`src/rtl/core/scvg_pkg.sv`:
```
`default_nettype none
// ----------------------------------------------------------------------------
// scvg_pkg
// Types, constants and trig helpers shared by the sphere cell vertex core.
// ----------------------------------------------------------------------------
package scvg_pkg;

  typedef struct packed {
    logic [7:0] lat_deg;
    logic [8:0] lon_deg;
  } in_item_t;

  typedef struct packed {
    logic signed [23:0] pos_x;
    logic signed [23:0] pos_y;
    logic signed [23:0] pos_z;
    logic [16:0]        tex_u;
    logic [16:0]        tex_v;
    logic [2:0]         corner_slot;
    logic               last_vertex;
  } out_item_t;

  // Corner angles of one cell, as queued between front and back.
  typedef struct packed {
    logic [8:0] lat0;
    logic [8:0] lat1;
    logic [9:0] lon0;
    logic [9:0] lon1;
  } cell_t;

  // Register indexes
  localparam logic [2:0] REG_RADIUS   = 3'd0;
  localparam logic [2:0] REG_CENTER_X = 3'd1;
  localparam logic [2:0] REG_CENTER_Y = 3'd2;
  localparam logic [2:0] REG_CENTER_Z = 3'd3;
  localparam logic [2:0] REG_STEP_LAT = 3'd4;
  localparam logic [2:0] REG_STEP_LON = 3'd5;

  // Per-slot offset selects, bit k is slot k.
  localparam logic [5:0] SLOT_LAT = 6'b011001;
  localparam logic [5:0] SLOT_LON = 6'b001101;
  localparam logic [2:0] LAST_SLOT = 3'd5;

  localparam logic [16:0] TEX_ONE = 17'd65536;
  // ceil(2^30 / 90), exact for dividends below 2^23
  localparam logic [23:0] RECIP_90 = 24'd11930465;

  localparam logic [16:0] SIN_TAB [91] = '{
    17'd0, 17'd1144, 17'd2287, 17'd3430, 17'd4572, 17'd5712, 17'd6850, 17'd7987,
    17'd9121, 17'd10252, 17'd11380, 17'd12505, 17'd13626, 17'd14742, 17'd15855,
    17'd16962, 17'd18064, 17'd19161, 17'd20252, 17'd21336, 17'd22415, 17'd23486,
    17'd24550, 17'd25607, 17'd26656, 17'd27697, 17'd28729, 17'd29753, 17'd30767,
    17'd31772, 17'd32768, 17'd33754, 17'd34729, 17'd35693, 17'd36647, 17'd37590,
    17'd38521, 17'd39441, 17'd40348, 17'd41243, 17'd42126, 17'd42995, 17'd43852,
    17'd44695, 17'd45525, 17'd46341, 17'd47143, 17'd47930, 17'd48703, 17'd49461,
    17'd50203, 17'd50931, 17'd51643, 17'd52339, 17'd53020, 17'd53684, 17'd54332,
    17'd54963, 17'd55578, 17'd56175, 17'd56756, 17'd57319, 17'd57865, 17'd58393,
    17'd58903, 17'd59396, 17'd59870, 17'd60326, 17'd60764, 17'd61183, 17'd61584,
    17'd61966, 17'd62328, 17'd62672, 17'd62997, 17'd63303, 17'd63589, 17'd63856,
    17'd64104, 17'd64332, 17'd64540, 17'd64729, 17'd64898, 17'd65048, 17'd65177,
    17'd65287, 17'd65376, 17'd65446, 17'd65496, 17'd65526, 17'd65536
  };

  // Reduce an angle below 1080 to 0..359.
  function automatic logic [8:0] mod360(input logic [10:0] a);
    logic [10:0] r;
    begin
      if (a >= 11'd720) begin
        r = a - 11'd720;
      end else if (a >= 11'd360) begin
        r = a - 11'd360;
      end else begin
        r = a;
      end
      return r[8:0];
    end
  endfunction

  // Quarter-wave sine, angle already in 0..359, Q1.16 signed.
  function automatic logic signed [17:0] sin_q(input logic [8:0] a);
    logic [8:0] idx;
    logic       neg;
    begin
      neg = 1'b0;
      if (a <= 9'd90) begin
        idx = a;
      end else if (a <= 9'd180) begin
        idx = 9'd180 - a;
      end else if (a <= 9'd270) begin
        idx = a - 9'd180;
        neg = 1'b1;
      end else begin
        idx = 9'd360 - a;
        neg = 1'b1;
      end
      return neg ? -$signed({1'b0, SIN_TAB[idx[6:0]]})
                 : $signed({1'b0, SIN_TAB[idx[6:0]]});
    end
  endfunction

  // floor(x / 90) for x below 2^23
  function automatic logic [16:0] div90(input logic [22:0] x);
    logic [46:0] p;
    begin
      p = x * RECIP_90;
      return p[46:30];
    end
  endfunction

endpackage
`default_nettype wire

```
`src/rtl/core/scvg_queue.sv`:
```
`default_nettype none
// ----------------------------------------------------------------------------
// scvg_queue
// Two-entry queue of cell corner angles between front and back.
// ----------------------------------------------------------------------------
module scvg_queue (
  input  wire                  clk_i,
  input  wire                  rst_ni,
  input  wire                  push_i,
  input  scvg_pkg::cell_t      push_data_i,
  output logic                 full_o,
  input  wire                  pop_i,
  output logic                 head_valid_o,
  output scvg_pkg::cell_t      head_o
);
  import scvg_pkg::*;

  cell_t      mem_q [2];
  logic       wr_ptr_q, wr_ptr_d, rd_ptr_q, rd_ptr_d;
  logic [1:0] cnt_q, cnt_d;

  assign full_o       = cnt_q[1];
  assign head_valid_o = cnt_q != 2'd0;
  assign head_o       = mem_q[rd_ptr_q];

  always_comb begin
    wr_ptr_d = wr_ptr_q ^ push_i;
    rd_ptr_d = rd_ptr_q ^ pop_i;
    cnt_d    = cnt_q + {1'b0, push_i} - {1'b0, pop_i};
  end

  always_ff @(posedge clk_i or negedge rst_ni) begin
    if (!rst_ni) begin
      wr_ptr_q <= 1'b0;
      rd_ptr_q <= 1'b0;
      cnt_q    <= 2'd0;
    end else begin
      wr_ptr_q <= wr_ptr_d;
      rd_ptr_q <= rd_ptr_d;
      cnt_q    <= cnt_d;
    end
  end

  always_ff @(posedge clk_i) begin
    if (push_i) begin
      mem_q[wr_ptr_q] <= push_data_i;
    end
  end

endmodule
`default_nettype wire

```
`config.mk`:
```
export PLATFORM = sky130hd
export DESIGN_NAME = scvg_queue
export DESIGN_NICKNAME = d
export VERILOG_FILES = /design/src/rtl/core/scvg_pkg.sv /design/src/rtl/core/scvg_queue.sv
export SDC_FILE = /design/constraint.sdc
export NUM_CORES = 1
export LEC_CHECK = 0
export ABC_AREA = 1
export BUFFER_PORTS_ARGS = -buffer_cell sky130_fd_sc_hd__buf_2
export CAP_MARGIN = 20
export CORE_MARGIN = 5
export CORE_UTILIZATION = 36
export CTS_CLUSTER_DIAMETER = 80
export CTS_CLUSTER_SIZE = 20
export DETAILED_ROUTE_END_ITERATION = 7
export PLACE_DENSITY = 0.63
export SYNTH_ARGS = -nofsm -noshare
export SYNTH_HDL_FRONTEND = slang
export SYNTH_SLANG_ARGS = --single-unit
```
`constraint.sdc`:
```
create_clock -name clk_i -period 3.4 [get_ports clk_i]
set_input_delay 0.34 -clock clk_i [delete_from_list [all_inputs] [get_ports clk_i]]
set_output_delay 0.34 -clock clk_i [all_outputs]
set_load 0.03 [all_outputs]
```
==> results.sh <==
export IMPL_grt_max_degree=78
export IMPL_syn2layout_area_growth_pct=23.1
export IMPL_rows=33
export IMPL_critPathRequiredTime_ns=3.06
export IMPL_num_antenna_cells=0
export IMPL_path_cells="buf_12, nand2_1, o21ai_0, buf_2"
export IMPL_finalHoldWorstSlack_ns=0.189
export IMPL_grt_pass1_wl_um=8240
export IMPL_hold_class="in -> reg"
export IMPL_routed_wirelength_um=5150
export IMPL_dp_hpwl_um=3280
export IMPL_ys_seq_area_frac=0.786
export IMPL_rr_worst_depth=2
export IMPL_detail_route_vias_per_cell=4.30
export IMPL_endpoint_kind="output pin"
export IMPL_setup_tns_ns=0
export IMPL_slowest_delay_ns=0.77
export IMPL_fp_coreArea_sq_um=8220
export IMPL_powerDensity_nw_per_um2=880
export IMPL_grt_use_met1=0.123
export IMPL_clock_sinks=80
export IMPL_setup_viol=0
export IMPL_grt_use_met3=0.0331
export IMPL_slew_violations=0
export IMPL_io_pins=82
export IMPL_p_total_uw=3280
export IMPL_crit_path_end="head_o[5]"
export IMPL_rrSetupSlack_ns=1.74
export IMPL_startpoint="rd_ptr_q"
export IMPL_p_leak_uw=0.00161
export IMPL_gp_congestion=0.704
export IMPL_clk_pin_slew_worst_paths_ns=0.08
export IMPL_grt_pass1_vias=1792
export IMPL_worst_pin_slew_ns=0.971
export IMPL_clk_insertion_delay_late_ns=0.33
export IMPL_route_vias_total=1794
export IMPL_final_cell_mix="buf_2, edfxtp_1, inv_1"
export IMPL_layout_min_cycle_time_ns=2.13
export IMPL_drc=0
export IMPL_synth_warnings=0
export IMPL_synth_area_sq_um=3030
export IMPL_cts_path_max_buffers=2
export IMPL_fin_ws_ns=1.27
export IMPL_num_nets_final=353
export IMPL_syn_nets=267
export IMPL_r2r_start="wr_ptr_q"
export IMPL_hold_viol_final=0
export IMPL_antenna_found_initial=0
export IMPL_ys_types=13
export IMPL_post_cts_buffers=0
export IMPL_slew_headroom=0.352
export IMPL_crit_path_max_fanout=39
export IMPL_drtIter0Drc=46
export IMPL_root_buffer="clkbuf_8"
export IMPL_die_y_um=102
export IMPL_cts_max_level=3
export IMPL_grt_util_met2=0.176
export IMPL_io_buffers=81
export IMPL_numCtsBuffers=9
export IMPL_n_fill_cell=783
export IMPL_gr_max_usage_layer="met2"
export IMPL_fmax_ghz=0.470
export IMPL_initial_core_util=0.369
export IMPL_cp_arrival_ns=1.79
export IMPL_peakVddDrop_mv=0.442
export IMPL_fp_dieArea_sq_um=10300
export IMPL_drv_cap=0
export IMPL_worstReg2RegEnd="mem_q[0][13]"
export IMPL_ys_ff_latch=80
export IMPL_cts_tree="yes"
export IMPL_fin_skew_ns=0.00752
export IMPL_die_x_um=102
export IMPL_grt_usage=0.105
export IMPL_antenna_left=0
export IMPL_syn_inst=221
export IMPL_preCtsSetupSlack_ns=1.34
export IMPL_cp_start_kind="flip-flop"
export IMPL_run_status="finished, final reports clean"
export IMPL_firstDrtPassIters=4
export IMPL_layout_commonest_cell="buf_2"
export IMPL_overflow=0
export IMPL_cpMaxStageDelayCell="dfrtp_2"
export IMPL_drive_above_1_share=0.317
export IMPL_worstSetupPathType="reg -> out"
export IMPL_finalCritPeriodShare=0.625
export IMPL_avgSynthCellArea_sq_um=13.7
export IMPL_wl_per_cell_um=12.3
export IMPL_rsz0062_at_grt="false"
## layer usage
layer  wire length, um  share of wire
met5                 0              0
met2              2540           0.49
met1              2160           0.42
met4                76          0.015
met3               374          0.073
## critical path: cells and delay by family, from the launching register on
kind | cells | cell delay, ns
flip-flops | 1 | 0.77
buffers and inverters | 2 | 0.51
AO/OA/AOI/OAI | 1 | 0.09
AND/OR/NAND/NOR | 1 | 0.06
## cell type report
cell class	count	area, sq um	share of cell area
Tap cell	105	131	0.0352
Inverter	45	169	0.0453
Clock inverter	7	62.6	0.0168
Multi-Input combinational cell	88	424	0.114
Sequential cell	80	2380	0.639
Timing Repair Buffer	83	435	0.117
Clock buffer	9	124	0.0332
## Yosys cell counts
master	n	area, sq um
ha_1	4	50.1
buf_4	1	7.51
nand3_1	1	5.00
edfxtp_1	76	2280
o21ai_0	30	150
clkbuf_1	2	7.51
o21ai_1	8	40.0
buf_6	3	33.8
dfrtp_1	4	100
xor2_1	1	8.76
inv_1	45	169
buf_2	2	10.0
nand2_1	44	165
## what timing repair did
| action | CTS | global route |
|---|---|---|
| endpoints found under the setup margin | 0 | 0 |
| endpoints found under the hold margin | 4 | 0 |
| resized for setup | 0 | 0 |
| hold buffers | 1 | 0 |
## per-stage QoR
| stage | instance area (sq um) | utilization | cells |
|---|---|---|---|
| 6_report | 3730 | 0.454 | 417 |
| 5_1_grt | 3730 | 0.454 | 417 |
| 4_1_cts | 3710 | 0.452 | 416 |
| 3_5_place_dp | 3510 | 0.428 | 399 |
| 3_3_place_gp | 3510 | 0.428 | 399 |
| 2_1_floorplan | 3030 | - | 221 |
## registers in the layout (all words and copies together), names as in the netlist
signal,cells
cnt_q,2
wr_ptr_q,1
mem_q,76
rd_ptr_q,1
## how the worst min path moves through the flow
stage	startpoint	to	cells past startpoint	slack [ns]
6_report	push_data_i[0]	mem_q[1][0]	1	0.19
5_1_grt	push_data_i[6]	mem_q[0][6]	1	0.17
4_1_cts	push_data_i[0]	mem_q[0][0]	1	0.16
3_5_place_dp	rst_ni	cnt_q[0]	1	0.15
3_3_place_gp	rst_ni	cnt_q[0]	1	0.15
2_1_floorplan	rst_ni	cnt_q[0]	0	0.04
## cell families after synthesis
logic type,after synthesis,share of synthesized area
AND/OR/NAND/NOR,45,0.0562
buffers and inverters,53,0.0752
flip-flops,80,0.786
adder cells (fa/ha/maj),4,0.0165
AO/OA/AOI/OAI,38,0.0628
XOR/XNOR,1,0.00289
## power by group
part / internal (uW) / switching, uW / leakage (uW)
Clock: 331 / 320 / 0.0000901
Combinational: 322 / 886 / 0.000760
Sequential: 1310 / 107 / 0.000759
(Power assumes the default switching activity.)
