==> src/rtl/core/scvg_pkg.sv <==
`default_nettype none
// ----------------------------------------------------------------------------
// scvg_pkg
// Types, constants and trig helpers shared by the sphere cell vertex core.
// ----------------------------------------------------------------------------
package scvg_pkg;

  typedef struct packed {
    logic [7:0] lat_deg;
    logic [8:0] lon_deg;
  } in_item_t;

  typedef struct packed {
    logic signed [23:0] pos_x;
    logic signed [23:0] pos_y;
    logic signed [23:0] pos_z;
    logic [16:0]        tex_u;
    logic [16:0]        tex_v;
    logic [2:0]         corner_slot;
    logic               last_vertex;
  } out_item_t;

  // Corner angles of one cell, as queued between front and back.
  typedef struct packed {
    logic [8:0] lat0;
    logic [8:0] lat1;
    logic [9:0] lon0;
    logic [9:0] lon1;
  } cell_t;

  // Register indexes
  localparam logic [2:0] REG_RADIUS   = 3'd0;
  localparam logic [2:0] REG_CENTER_X = 3'd1;
  localparam logic [2:0] REG_CENTER_Y = 3'd2;
  localparam logic [2:0] REG_CENTER_Z = 3'd3;
  localparam logic [2:0] REG_STEP_LAT = 3'd4;
  localparam logic [2:0] REG_STEP_LON = 3'd5;

  // Per-slot offset selects, bit k is slot k.
  localparam logic [5:0] SLOT_LAT = 6'b011001;
  localparam logic [5:0] SLOT_LON = 6'b001101;
  localparam logic [2:0] LAST_SLOT = 3'd5;

  localparam logic [16:0] TEX_ONE = 17'd65536;
  // ceil(2^30 / 90), exact for dividends below 2^23
  localparam logic [23:0] RECIP_90 = 24'd11930465;

  localparam logic [16:0] SIN_TAB [91] = '{
    17'd0, 17'd1144, 17'd2287, 17'd3430, 17'd4572, 17'd5712, 17'd6850, 17'd7987,
    17'd9121, 17'd10252, 17'd11380, 17'd12505, 17'd13626, 17'd14742, 17'd15855,
    17'd16962, 17'd18064, 17'd19161, 17'd20252, 17'd21336, 17'd22415, 17'd23486,
    17'd24550, 17'd25607, 17'd26656, 17'd27697, 17'd28729, 17'd29753, 17'd30767,
    17'd31772, 17'd32768, 17'd33754, 17'd34729, 17'd35693, 17'd36647, 17'd37590,
    17'd38521, 17'd39441, 17'd40348, 17'd41243, 17'd42126, 17'd42995, 17'd43852,
    17'd44695, 17'd45525, 17'd46341, 17'd47143, 17'd47930, 17'd48703, 17'd49461,
    17'd50203, 17'd50931, 17'd51643, 17'd52339, 17'd53020, 17'd53684, 17'd54332,
    17'd54963, 17'd55578, 17'd56175, 17'd56756, 17'd57319, 17'd57865, 17'd58393,
    17'd58903, 17'd59396, 17'd59870, 17'd60326, 17'd60764, 17'd61183, 17'd61584,
    17'd61966, 17'd62328, 17'd62672, 17'd62997, 17'd63303, 17'd63589, 17'd63856,
    17'd64104, 17'd64332, 17'd64540, 17'd64729, 17'd64898, 17'd65048, 17'd65177,
    17'd65287, 17'd65376, 17'd65446, 17'd65496, 17'd65526, 17'd65536
  };

  // Reduce an angle below 1080 to 0..359.
  function automatic logic [8:0] mod360(input logic [10:0] a);
    logic [10:0] r;
    begin
      if (a >= 11'd720) begin
        r = a - 11'd720;
      end else if (a >= 11'd360) begin
        r = a - 11'd360;
      end else begin
        r = a;
      end
      return r[8:0];
    end
  endfunction

  // Quarter-wave sine, angle already in 0..359, Q1.16 signed.
  function automatic logic signed [17:0] sin_q(input logic [8:0] a);
    logic [8:0] idx;
    logic       neg;
    begin
      neg = 1'b0;
      if (a <= 9'd90) begin
        idx = a;
      end else if (a <= 9'd180) begin
        idx = 9'd180 - a;
      end else if (a <= 9'd270) begin
        idx = a - 9'd180;
        neg = 1'b1;
      end else begin
        idx = 9'd360 - a;
        neg = 1'b1;
      end
      return neg ? -$signed({1'b0, SIN_TAB[idx[6:0]]})
                 : $signed({1'b0, SIN_TAB[idx[6:0]]});
    end
  endfunction

  // floor(x / 90) for x below 2^23
  function automatic logic [16:0] div90(input logic [22:0] x);
    logic [46:0] p;
    begin
      p = x * RECIP_90;
      return p[46:30];
    end
  endfunction

endpackage
`default_nettype wire

==> src/rtl/core/scvg_front.sv <==
`default_nettype none
// ----------------------------------------------------------------------------
// scvg_front
// Takes input cells and forms both corner angles of each for the queue.
// ----------------------------------------------------------------------------
module scvg_front (
  input  wire                  in_valid_i,
  output logic                 in_stall_o,
  input  scvg_pkg::in_item_t   in_data_i,
  input  wire [7:0]            step_lat_i,
  input  wire [8:0]            step_lon_i,
  input  wire                  q_full_i,
  output logic                 push_o,
  output scvg_pkg::cell_t      push_data_o
);
  import scvg_pkg::*;

  assign in_stall_o = q_full_i;
  assign push_o     = in_valid_i && !q_full_i;

  always_comb begin
    push_data_o.lat0 = {1'b0, in_data_i.lat_deg};
    push_data_o.lat1 = {1'b0, in_data_i.lat_deg} + {1'b0, step_lat_i};
    push_data_o.lon0 = {1'b0, in_data_i.lon_deg};
    push_data_o.lon1 = {1'b0, in_data_i.lon_deg} + {1'b0, step_lon_i};
  end

endmodule
`default_nettype wire

==> config.mk <==
export PLATFORM = sky130hd
export DESIGN_NAME = scvg_front
export DESIGN_NICKNAME = d
export VERILOG_FILES = /design/src/rtl/core/scvg_pkg.sv /design/src/rtl/core/scvg_front.sv
export SDC_FILE = /design/constraint.sdc
export NUM_CORES = 1
export LEC_CHECK = 0
export ABC_AREA = 1
export BUFFER_PORTS_ARGS = -buffer_cell sky130_fd_sc_hd__buf_4
export CELL_PAD_IN_SITES_DETAIL_PLACEMENT = 1
export CELL_PAD_IN_SITES_GLOBAL_PLACEMENT = 1
export CORE_UTILIZATION = 26
export DETAILED_ROUTE_END_ITERATION = 16
export PLACE_DENSITY = 0.89
export SLEW_MARGIN = 20
export SYNTH_ARGS = -nofsm -noshare
export SYNTH_HDL_FRONTEND = slang
export SYNTH_SLANG_ARGS = --single-unit
==> constraint.sdc <==
create_clock -name vclk -period 1.4
set_input_delay 0.07 -clock vclk [all_inputs]
set_output_delay 0.07 -clock vclk [all_outputs]
set_load 0.03 [all_outputs]
==> impl_metrics.toml, run 1 <==
[timing]
hold_viol = 0
rsz0062_at_grt = "true"
finalSetupViolCount = 0
timing.final.ws_setup_ps = 41.1
clock.fmax_mhz = 736
fin_crit_sh_pct = 97.1
maxSlewViolCount = 0
layout_min_cycle_time_ps = 1360

[floorplan]
fp-row-count = 21
core_mm2 = 0.00344
die_h_um = 62.8
io_pins = 76
start_util_pct = 27.9
dieArea_mm2 = 0.00394
die_x_um = 62.8

[setup_path]
crit_path_frequent_cell = "nand2_1"
cpPeakStageDelay_ps = 360
worstPathRequired_ps = 1330
path_class = "input port to primary output"
cp_top_family = "adder cells"
cp-end-kind = "primary output"
crit_buf_inv = 4
worst_setup_path_start_kind = "input port"
path_cells = "buf_6 > ha_4 > inv_2 > fa_2 > inv_2 > nand2_2 > nand2_2 > nand3b_1 > nand2_1 > nand2_1 > nand2_1 > buf_6"
arrival_ps = 1290
slowest_stage = "fa_2"
worst-path-max-fanout = 3

[place]
gp_congestion = 0.777
io_buffers = 74
place.detailed.hpwl_mm = 2.60
place_area_mm2 = 0.00145
pre_cts_ws_ps = -105

[routing]
routed_wl_mm = 2.91
drt_iter0_markers = 18
ant_nets = 0
post_drt_wl_per_cell_um = 10.8
vias = 1188
vias_per_cell = 4.40
drc = 0
firstDrtPassIters = 3

[power_and_ir_drop]
p_seq_share_pct = 0
power_switching_share_pct = 58.9
power.density_mw_per_mm2 = 599
p_int_mw = 0.378
finalPower_mw = 0.918
vdd_drop_max_uv = 217
clock_power_share_pct = 0
p_leak_nw = 0.939
power_frac_comb_pct = 100.0
power_switching_mw = 0.541

[synthesis]
yosysWarnings = 0
synth_cell_type_count = 17
netlist_area_um2 = 960
synth_top_area_share_pct = 23.1
seq_area_frac_synth_pct = 0
synth_area_per_cell_um2 = 5.78
synth_area_leaders = "nand2_1 (23%), ha_1 (22%), buf_4 (16%)"
netlist_instances = 166
synth_largest_area_cell = "nand2_1"

[flow_run]
max_cap_violations = 0

[grt]
grt-ovfl-total = 0
grt_pass1_vias = 1068
grt_pass1_wl_mm = 4.53
grt_max_degree = 6
gr-usage-all-layers_pct = 13.5
grt_antenna_before_repair = 0

[layout]
area_growth_pct = 59.8
ff_latch_area_um2 = 0
final_area_mm2 = 0.00153
clkbuf_count = 0
nets = 281
fillerInstances = 471
multi_input_comb_area_um2 = 756
seq_cells = 0
drive_gt1_share_pct = 41.5
antenna_cells = 0

[clocking]
hold_buffers = 0

[status]
status = "finished, final reports clean"

[min_path]
min_path_type = "input port to primary output"
==> synthesized netlist by cell type <==
| cell | n |
|---|---|
| inv_1 | 30 |
| xor2_1 | 3 |
| nand2_1 | 59 |
| a21oi_1 | 5 |
| nand3_2 | 1 |
| fa_1 | 2 |
| a21oi_2 | 1 |
| or2_1 | 2 |
| buf_4 | 20 |
| nand2_2 | 1 |
| nand3_1 | 10 |
| ha_1 | 17 |
| conb_1 | 1 |
| nand3b_1 | 3 |
| nor3_1 | 1 |
| nor2_1 | 7 |
| xnor2_1 | 3 |
==> power by group through the flow <==
stage	combinational, mW	sequential (mW)	clock, mW
after floorplan	0.584	0	0
after global placement	0.864	0	0
after detailed placement	0.881	0	0
after CTS	0.896	0	0
after global routing	0.989	0	0
final	0.918	0	0
==> metrics by stage <==
step                hold slack [ps]  setup TNS [ps]  utilization (%)  cells
global placement                367           -67.3             42.1    269
global route                    372           -40.3             44.6    270
finish                          364               0             44.6    270
floorplan                       252               0                -    167
detailed placement              370            -332             42.1    269
CTS                             370           -2.88             42.8    269
==> cells in the final DEF (no fill, tap or decap) <==
cell type / count
xor2_1: 3
inv_1: 28
nor2_1: 7
a21oi_1: 5
xnor2_1: 2
xnor2_2: 1
nand3b_1: 3
buf_4: 69
nand3_1: 9
ha_2: 1
ha_4: 2
nand2_2: 5
inv_2: 2
conb_1: 2
or2_1: 2
nand2_1: 55
nor3_1: 1
ha_1: 14
fa_2: 2
nand3_2: 2
a21oi_2: 1
buf_6: 8
==> area by class of cell <==
class                           instances  area share [%]
Inverter                               30            7.34
Multi-Input combinational cell        117            49.3
Tap cell                               46            3.75
Timing Repair Buffer                   77            39.6
==> layer usage <==
| metal | global-route usage (%) | part of all wire [%] | up-vias |
|---|---|---|---|
| li1 | - | - | 601 |
| met1 | 16.7 | 42 | 545 |
| met2 | 26.2 | 53 | 42 |
| met3 | 1.09 | 5.6 | 0 |
| met4 | 0 | 0 | 0 |
| met5 | 0 | 0 | - |
==> final timing paths <==
check | startpoint | depth (start not counted) | end | slack [ps]
max | step_lon_i[0] | 12 | push_data_o[6] | 40
min | in_data_i[9] | 2 | push_data_o[29] | 360
==> timing repair <==
item | 4_1_cts | 5_1_grt
resized for setup | 6 | 16
setup buffers | 0 | 1
endpoints found under the setup margin | 6 | 6
pin swaps | 1 | 11
==> kinds of logic (layout without fill, tap and decap cells) <==
| group | Yosys count | count (layout) | share of synthesized area [%] |
|---|---|---|---|
| adder cells (fa/ha/maj) | 19 | 19 | 26.3 |
| buffers and inverters | 50 | 107 | 27.4 |
| XOR/XNOR | 6 | 6 | 5.48 |
| AND/OR/NAND/NOR | 84 | 84 | 36.9 |
| other | 1 | 2 | 0.391 |
| AO/OA/AOI/OAI | 6 | 6 | 3.52 |
Note: power is estimated with default switching activity, not from simulation.
==> inputs of run 2 (changes only) <==
--- a/config.mk
+++ b/config.mk
@@ -9,9 +9,10 @@
 export BUFFER_PORTS_ARGS = -buffer_cell sky130_fd_sc_hd__buf_4
 export CELL_PAD_IN_SITES_DETAIL_PLACEMENT = 1
 export CELL_PAD_IN_SITES_GLOBAL_PLACEMENT = 1
-export CORE_UTILIZATION = 26
+export CORE_MARGIN = 4
+export CORE_UTILIZATION = 28
 export DETAILED_ROUTE_END_ITERATION = 16
-export PLACE_DENSITY = 0.89
+export PLACE_DENSITY = 0.94
 export SLEW_MARGIN = 20
 export SYNTH_ARGS = -nofsm -noshare
 export SYNTH_HDL_FRONTEND = slang
==> constraint.sdc (replaced) <==
create_clock -name vclk -period 1.71
set_input_delay 0.0855 -clock vclk [all_inputs]
set_output_delay 0.0855 -clock vclk [all_outputs]
set_load 0.03 [all_outputs]
==> impl_metrics.toml, run 2 (synthesized netlist as in run 1, its figures left out) <==
[status]
status = "finished, final reports clean"

[min_path]
min_path_type = "input port to primary output"
hold-path-endpoint = "in_stall_o"
hold_depth = 2
hold_start = "q_full_i"

[setup_path]
cpPeakStageDelay_ps = 400
cp-end-kind = "primary output"
path_cells = "buf_4 > ha_1 > fa_1 > nand2_1 > nand2_1 > nand3b_1 > nand2_1 > nand2_1 > nand2_1 > buf_4"
path_class = "input port to primary output"
worst-path-max-fanout = 2
worstPathRequired_ps = 1620
slowest_stage = "fa_1"
crit_path_frequent_cell = "nand2_1"
worst_setup_path_start_kind = "input port"
arrival_ps = 1440

[layout]
final_common_cell = "buf_4"
nets = 278
multi_input_comb_area_um2 = 701
area_growth_pct = 48.4
final_cell_mix = "buf_4 (74), nand2_1 (59), inv_1 (30), ha_1 (17), nand3_1 (10)"
fillerInstances = 458
drive_gt1_share_pct = 34.8
ff_latch_area_um2 = 0
final_cells = 265
antenna_cells = 0
seq_cells = 0
clkbuf_count = 0

[power_and_ir_drop]
vdd_drop_max_uv = 188
p_seq_share_pct = 0
power.density_mw_per_mm2 = 500
clock_power_share_pct = 0
p_leak_nw = 0.912
power_frac_comb_pct = 100.0
power_switching_mw = 0.432
p_int_mw = 0.280
finalPower_mw = 0.712
power_switching_share_pct = 60.7

[routing]
drt_iter0_markers = 24
vias = 1176
ant_nets = 0
post_drt_wl_per_cell_um = 11.5
vias_per_cell = 4.44
firstDrtPassIters = 3
routed_wl_mm = 3.05
drc = 0

[timing]
maxSlewViolCount = 0
timing.final.ws_setup_ps = 181
finalSetupViolCount = 0
clock.fmax_mhz = 654
hold_viol = 0
tns_ps = 0
timing.hold.ws_ps = 401
rsz0062_at_grt = "false"
fin_crit_sh_pct = 89.4
layout_min_cycle_time_ps = 1530

[floorplan]
core_mm2 = 0.00315
die_h_um = 66.5
start_util_pct = 30.4
fp-row-count = 20
dieArea_mm2 = 0.00443
io_pins = 76
die_x_um = 66.5

[clocking]
postCtsSetupBuffers = 0
hold_buffers = 0
cts_resized = 0

[place]
dp.cells = 265
place.detailed.hpwl_mm = 2.91
io_buffers = 74
gp_congestion = 0.750
pre_cts_ws_ps = 171

[grt]
grt_antenna_before_repair = 0
grt-ovfl-total = 0
grt_max_degree = 6
grt_pass1_vias = 1220
grt_pass1_wl_mm = 5.14
gr-usage-all-layers_pct = 14.1

[flow_run]
max_cap_violations = 0
-- run 2: area by class of cell --
class	instances	share of cell area, %
inverters	30	7.91
multi-input cells	117	49.2
well taps	44	3.87
repair buffers	74	39.0
-- run 2: worst max-delay path by stage --
| stage | startpoint | cells after the start | end | slack, ps |
|---|---|---|---|---|
| 6_report | in_data_i[9] | 10 | push_data_o[26] | 180 |
| 2_1_floorplan | in_data_i[0] | 8 | push_data_o[4] | 210 |
| 4_1_cts | in_data_i[9] | 10 | push_data_o[26] | 170 |
| 5_1_grt | in_data_i[0] | 12 | push_data_o[8] | 70 |
| 3_5_place_dp | in_data_i[9] | 10 | push_data_o[26] | 170 |
| 3_3_place_gp | in_data_i[9] | 10 | push_data_o[28] | 230 |
-- run 2: routing by layer --
layer	routed length [µm]	vias up	track usage, %	share of wire, %
met1	1160	526	15.5	38
met2	1570	47	28.1	52
met5	0	-	0	0
li1	-	597	-	-
met3	262	6	2.19	8.6
met4	54	0	2.54	1.8
-- run 2: per-stage QoR --
| stage | cell area [µm²] | utilization [%] |
|---|---|---|
| after global placement | 1420 | 45.2 |
| after CTS | 1420 | 45.2 |
| final | 1420 | 45.2 |
| after global routing | 1420 | 45.2 |
| after detailed placement | 1420 | 45.2 |
| after floorplan | 963 | - |
-- run 2: critical path, delay by kind of cell --
| kind | cells | cell delay [ps] |
|---|---|---|
| and+or+nand+nor | 6 | 450 |
| adders and majority gates | 2 | 620 |
| buffers and inverters | 2 | 280 |
-- run 2: power by group through the flow --
stage | combinational, mW | sequential [mW] | clock (mW)
detailed placement | 0.720 | 0 | 0
CTS | 0.722 | 0 | 0
finish | 0.712 | 0 | 0
global route | 0.780 | 0 | 0
floorplan | 0.474 | 0 | 0
global placement | 0.701 | 0 | 0
